**config.mk**
```make
export PLATFORM = sky130hd
export DESIGN_NAME = kbml_cell
export DESIGN_NICKNAME = d
export VERILOG_FILES = /design/src/sv/kbml_pkg.sv /design/src/sv/kbml_cell.sv
export SDC_FILE = /design/constraint.sdc
export NUM_CORES = 1
export LEC_CHECK = 0
export ABC_AREA = 1
export BUFFER_PORTS_ARGS = -buffer_cell sky130_fd_sc_hd__buf_2
export CORE_MARGIN = 10
export CORE_UTILIZATION = 44
export DETAILED_ROUTE_END_ITERATION = 16
export PLACE_DENSITY = 0.83
export SYNTH_ARGS = -nofsm -noshare
export SYNTH_HDL_FRONTEND = slang
export SYNTH_SLANG_ARGS = --single-unit
```
**constraint.sdc**
```tcl
create_clock -name clk -period 3.4 [get_ports clk]
set_input_delay 0.17 -clock clk [delete_from_list [all_inputs] [get_ports clk]]
set_output_delay 0.17 -clock clk [all_outputs]
set_load 0.05 [all_outputs]
```
**src/sv/kbml_pkg.sv**
```systemverilog
// ----------------------------------------------------------------------------
// kbml_pkg
// Shared codes and types of the k best match list: action codes of an input
// transaction and the control bundle handed to every list cell.
// ----------------------------------------------------------------------------
package kbml_pkg;

    localparam logic [1:0] ACT_INSERT = 2'd0;
    localparam logic [1:0] ACT_CLEAR  = 2'd1;
    localparam logic [1:0] ACT_READ   = 2'd2;

    typedef struct packed {
        logic ins;      // insert strobe for this cycle
        logic prev_gt;  // left neighbor holds a distance above the candidate
    } kbml_cell_ctl_t;

endpackage

```
**src/sv/kbml_cell.sv**
```systemverilog
// ----------------------------------------------------------------------------
// kbml_cell
// One slot of the sorted list. Holds one entry and, on insert, keeps it,
// takes the candidate or takes the left neighbor's entry.
// ----------------------------------------------------------------------------
module kbml_cell #(
    parameter int IDX = 0,
    parameter int CB  = 12,
    parameter int DB  = 22,
    parameter int NB  = 8
) (
    input  logic                    clk,
    input  kbml_pkg::kbml_cell_ctl_t ctl,
    input  logic [NB-1:0]           count,
    input  logic [2*CB+DB-1:0]      cand_ent,
    input  logic [2*CB+DB-1:0]      prev_ent,
    output logic [2*CB+DB-1:0]      ent,
    output logic                    gt
);
    import kbml_pkg::*;

    localparam int EW = 2*CB + DB;

    logic [EW-1:0] ent_reg;
    logic [EW-1:0] ent_next;
    logic          in_use;
    logic          at_count;

    assign in_use   = count > NB'(IDX);
    assign at_count = count == NB'(IDX);
    assign gt       = in_use && (ent_reg[EW-1:2*CB] > cand_ent[EW-1:2*CB]);
    assign ent      = ent_reg;

    always_comb
    begin
        ent_next = ent_reg;
        if (ctl.ins)
        begin
            if (ctl.prev_gt)
                ent_next = prev_ent;          // shift right by one slot
            else if (gt || at_count)
                ent_next = cand_ent;          // candidate lands here
        end
    end

    always_ff @(posedge clk)
    begin
        ent_reg <= ent_next;
    end

endmodule

```
Yosys cells after proc, flatten, opt, wreduce, memory -nomap -nowiden
Cells that the tools add are included.

storage, ports and cells
  bits in registers = 46

cells by class
  magnitude comparators = 2
  muxes and demuxes = 2
  reductions and logical operators = 5

operator list
  kind                count
  $mux 46             2
  $gt 22x22->1        1
  $gt 8x1->1 const B  1
  $logic_not 8->1     1
  $reduce_and 2->1    1
  $reduce_bool 2->1   1
  $logic_and 1x1->1   1
  $logic_or 1x1->1    1

Logic depth before layout (Yosys ltp)
  depth in word-level cells = 5
  mapped depth = 12

Worst setup path before layout
No wires, ideal clock.

  path type = register -> register
  start point = register ent_reg[45], in the netlist ent[45]
  end point = register ent_reg[0], in the netlist ent[0] (enable)
  cell stages (with the launch flop) = 10
  data arrival time = 2,901 ps
  path slack = 79 ps
  path buffers = 0
  path through = edfxtp_1 -> ha_1 -> nand2_2 -> nor2_4 -> nand2_2 -> nor2_2 -> nand2_1 -> nand3_2 -> nand2_2 -> a21oi_2

on the way
  word-level cells in the longest chain between the ends = 5

ends and longest elaborated chain
  element                      line             RTL
  start, declared              kbml_cell.sv:24  logic [EW-1:0] ent_reg;
  start signal, assigned       kbml_cell.sv:48  ent_reg <= ent_next;
  $gt 22x22->1                 kbml_cell.sv:31  assign gt = in_use && (ent_reg[EW-1:2*CB] > cand_ent[EW-1:2*CB]);
  $logic_and 1x1->1            kbml_cell.sv:31
  $logic_or 1x1->1             kbml_cell.sv:41  else if (gt || at_count)
  $reduce_bool 2->1 (no line)  -
  $reduce_and 2->1 (no line)   -

Every way passes these cells.
A chain may end at the register's enable or synchronous reset.

Worst setup path in the final report
  start point = register ent_reg[45], in the netlist ent[45]
  end point = register ent_reg[24], in the netlist ent[24] (enable)

Same word-level chain as after synthesis.

==> impl_metrics.py <==
metrics = {
    "run_status": {
        "status": "complete, no violations",
    },
    "yosys": {
        "synth_edf_count": 46,
        "syn_area_per_cell_sq_um": 10.9,
        "ys_seq_elements": 46,
        "ys_types": 21,
        "synth_ff_type": "edfxtp_1",
        "seq_area_frac_synth_pct": 54.0,
        "ys_async_sr_fraction_pct": 0,
        "postSynthCellCount": 234,
        "netlist_area_sq_mm": 0.00256,
        "synth_nets": 359,
        "synth.yosys.warnings": 0,
    },
    "global_routing": {
        "antenna_found_initial": 0,
        "grt_max_degree": 68,
        "grt_overflow": 0,
        "track_usage_pct": 14.9,
        "grt_pass1_vias": 2385,
        "grt_first_pass_wirelength_um": 11000,
    },
    "place": {
        "numPortBuffers": 149,
        "dp_hpwl_um": 5890,
        "gp_congestion": 0.817,
        "placed_area_sq_mm": 0.00339,
    },
    "sta": {
        "fin_crit_sh_pct": 69.8,
        "final_max_slew_viol_count": 0,
        "tns_ps": 0,
        "tightest_slew_ps": 655,
        "setup_viol": 0,
        "maxClockFrequency_ghz": 0.421,
        "layout_min_cycle_time_ps": 2370,
        "fin_worst_skew_ps": 7.20,
        "rsz0062_at_grt": "no",
        "hold_viol_final": 0,
        "slew-limit-headroom_pct": 56.3,
    },
    "pwr": {
        "switching_share_pct": 33.5,
        "clkPwrFrac_pct": 22.6,
        "powerDensity_mw_per_mm2": 415,
        "combPwrFrac_pct": 29.1,
        "p_leak_nw": 1.73,
        "p_sw_uw": 483,
        "seqPwrFrac_pct": 48.3,
        "p_int_uw": 960,
        "peakVddDrop_uv": 254,
    },
    "clocking": {
        "cts_buffer_depth": 2,
        "post_cts_buffers": 0,
        "insertion_delay_ps": 300,
        "clkTransAtPathRegs_ps": 80,
        "cts-buffers-inserted": 5,
        "cts_resized": 0,
        "cts-root-buf": "clkbuf_8",
        "cts_tree": "built",
        "postCtsHoldBufs": 0,
        "cts_num_sinks": 46,
        "h-tree-depth": 2,
    },
    "critical_path": {
        "worstPathRequired_ps": 3400,
        "cp_data_arrival_time_ps": 2370,
        "worst-setup-path-type": "reg -> reg",
        "cp-end-kind": "register",
        "critPathLaunchType": "register",
        "path_max_fanout": 32,
    },
    "detailed_routing": {
        "dr.pass1.iters": 4,
        "drt_wl_total_um": 6990,
        "drc": 0,
        "wl_per_cell_um": 15.3,
        "drt-initial-drc-count": 53,
        "vias_per_cell": 4.76,
        "num_vias": 2182,
        "detail-route-antenna-nets": 0,
    },
    "floorplan": {
        "dieArea_sq_mm": 0.00926,
        "core_sq_mm": 0.00557,
        "dieHeight_um": 96.2,
        "pin_count": 150,
        "initial_core_util_pct": 45.9,
        "die_width_um": 96.2,
        "row_count": 27,
    },
    "layout": {
        "layout.nets": 510,
        "fill_cells": 466,
        "layout-drive-gt1-share_pct": 49.2,
        "seq_area_sq_mm": 0.00138,
        "multiInputGateArea_sq_mm": 0.00103,
        "largest_reg_flops": 46,
        "diodes": 0,
        "area_growth_pct": 36.1,
        "stdcell_area_sq_mm": 0.00348,
    },
    "job": {
        "max-cap-violations": 0,
    },
    "hold_path": {
        "holdCritPathClass": "in -> reg",
    },
}
==> routing by layer <==
layer / share of wire (%) / vias up / global-route usage (%)
met2: 52 / 94 / 26.2
met5: 0 / - / 0
li1: - / 1097 / -
met4: 1.2 / 0 / 3.81
met1: 34 / 982 / 15.3
met3: 13 / 9 / 7.86
==> kinds of logic after synthesis <==
logic type,synth area share (%)
adders and majority gates,10.8
AOI/OAI and AO/OA,6.02
muxes,11.0
buffers and inverters,6.12
and+or+nand+nor,12.0
DFF,54.0
==> area by class of cell <==
class / count / area share, %
Clock buffer: 5 / 1.98
Clock inverter: 3 / 0.467
Inverter: 33 / 3.56
Multi-Input combinational cell: 148 / 29.5
Sequential cell: 46 / 39.7
Tap cell: 72 / 2.59
Timing Repair Buffer: 151 / 22.2
==> power groups by stage <==
stage          Combinational [mW]  Clock (mW)  Sequential [mW]
3_3_place_gp                0.417           0            0.707
5_1_grt                     0.458       0.359            0.703
6_report                    0.420       0.326            0.697
3_5_place_dp                0.425           0            0.711
2_1_floorplan               0.135           0            0.862
4_1_cts                     0.427       0.334            0.698
==> synthesized netlist by cell type (2+ instances only) <==
master	n	area, sq um
inv_1	33	124
a21oi_1	5	25.0
nand2_1	50	188
ha_1	22	275
o21ai_0	21	105
edfxtp_1	46	1380
mux2_2	25	282
nor4_1	2	12.5
nand2_2	3	18.8
buf_2	5	25.0
nor2_1	9	33.8
clkbuf_1	2	7.51
nand3_1	3	15.0
==> metrics by stage <==
stage / power [mW] / std cells / hold slack (ps) / worst slack, ps / util [%]
2_1_floorplan: 0.997 / 234 / 357 / 79.1 / -
3_3_place_gp: 1.12 / 450 / 448 / 1070 / 60.9
3_5_place_dp: 1.14 / 450 / 453 / 998 / 60.9
4_1_cts: 1.46 / 458 / 142 / 980 / 62.4
5_1_grt: 1.52 / 458 / 148 / 827 / 62.4
6_report: 1.44 / 458 / 148 / 1030 / 62.4
==> critical path, cell delays in order (launching register included) <==
cell,delay (ps)
edfxtp_1,410
ha_1,330
nand2_2,80
nor2_4,130
nand2_2,70
nor2_2,120
nand2_1,70
nand3_2,70
nand2_2,70
a21oi_4,450
buf_12,270
==> placed cells by master, fill, tap and decap left out <==
| cell | synthesis | routed |
|---|---|---|
| ha_1 | 22 | 22 |
| buf_12 | 0 | 1 |
| o21bai_1 | 1 | 1 |
| nor4_1 | 2 | 2 |
| clkinvlp_4 | 0 | 1 |
| nand3_2 | 1 | 1 |
| buf_2 | 5 | 149 |
| nand2_1 | 50 | 50 |
| clkinv_2 | 0 | 1 |
| nand2_2 | 3 | 3 |
| and2_0 | 1 | 1 |
| a21oi_1 | 5 | 5 |
| nor2_4 | 1 | 1 |
| nand4_1 | 1 | 1 |
| inv_1 | 33 | 33 |
| mux2_2 | 25 | 25 |
| edfxtp_1 | 46 | 46 |
| a21oi_4 | 0 | 1 |
| o21ai_0 | 21 | 21 |
| nor2_2 | 1 | 1 |
| a21o_1 | 1 | 1 |
| nand3_1 | 3 | 3 |
| clkinv_1 | 0 | 1 |
| nor2_1 | 9 | 9 |
| buf_4 | 0 | 1 |
| clkbuf_8 | 0 | 5 |
==> worst paths after layout <==
check	start	to	slack (ps)	cells past startpoint
worst min register to register	ent[25]	ent[42]	1070	4
worst max-delay path	ent[45]	ent[24]	1030	10
worst min-delay path	prev_ent[36]	ent[36]	150	3
worst max register to register	ent[45]	ent[24]	1030	10
Note: power is estimated with default switching activity, not from simulation.
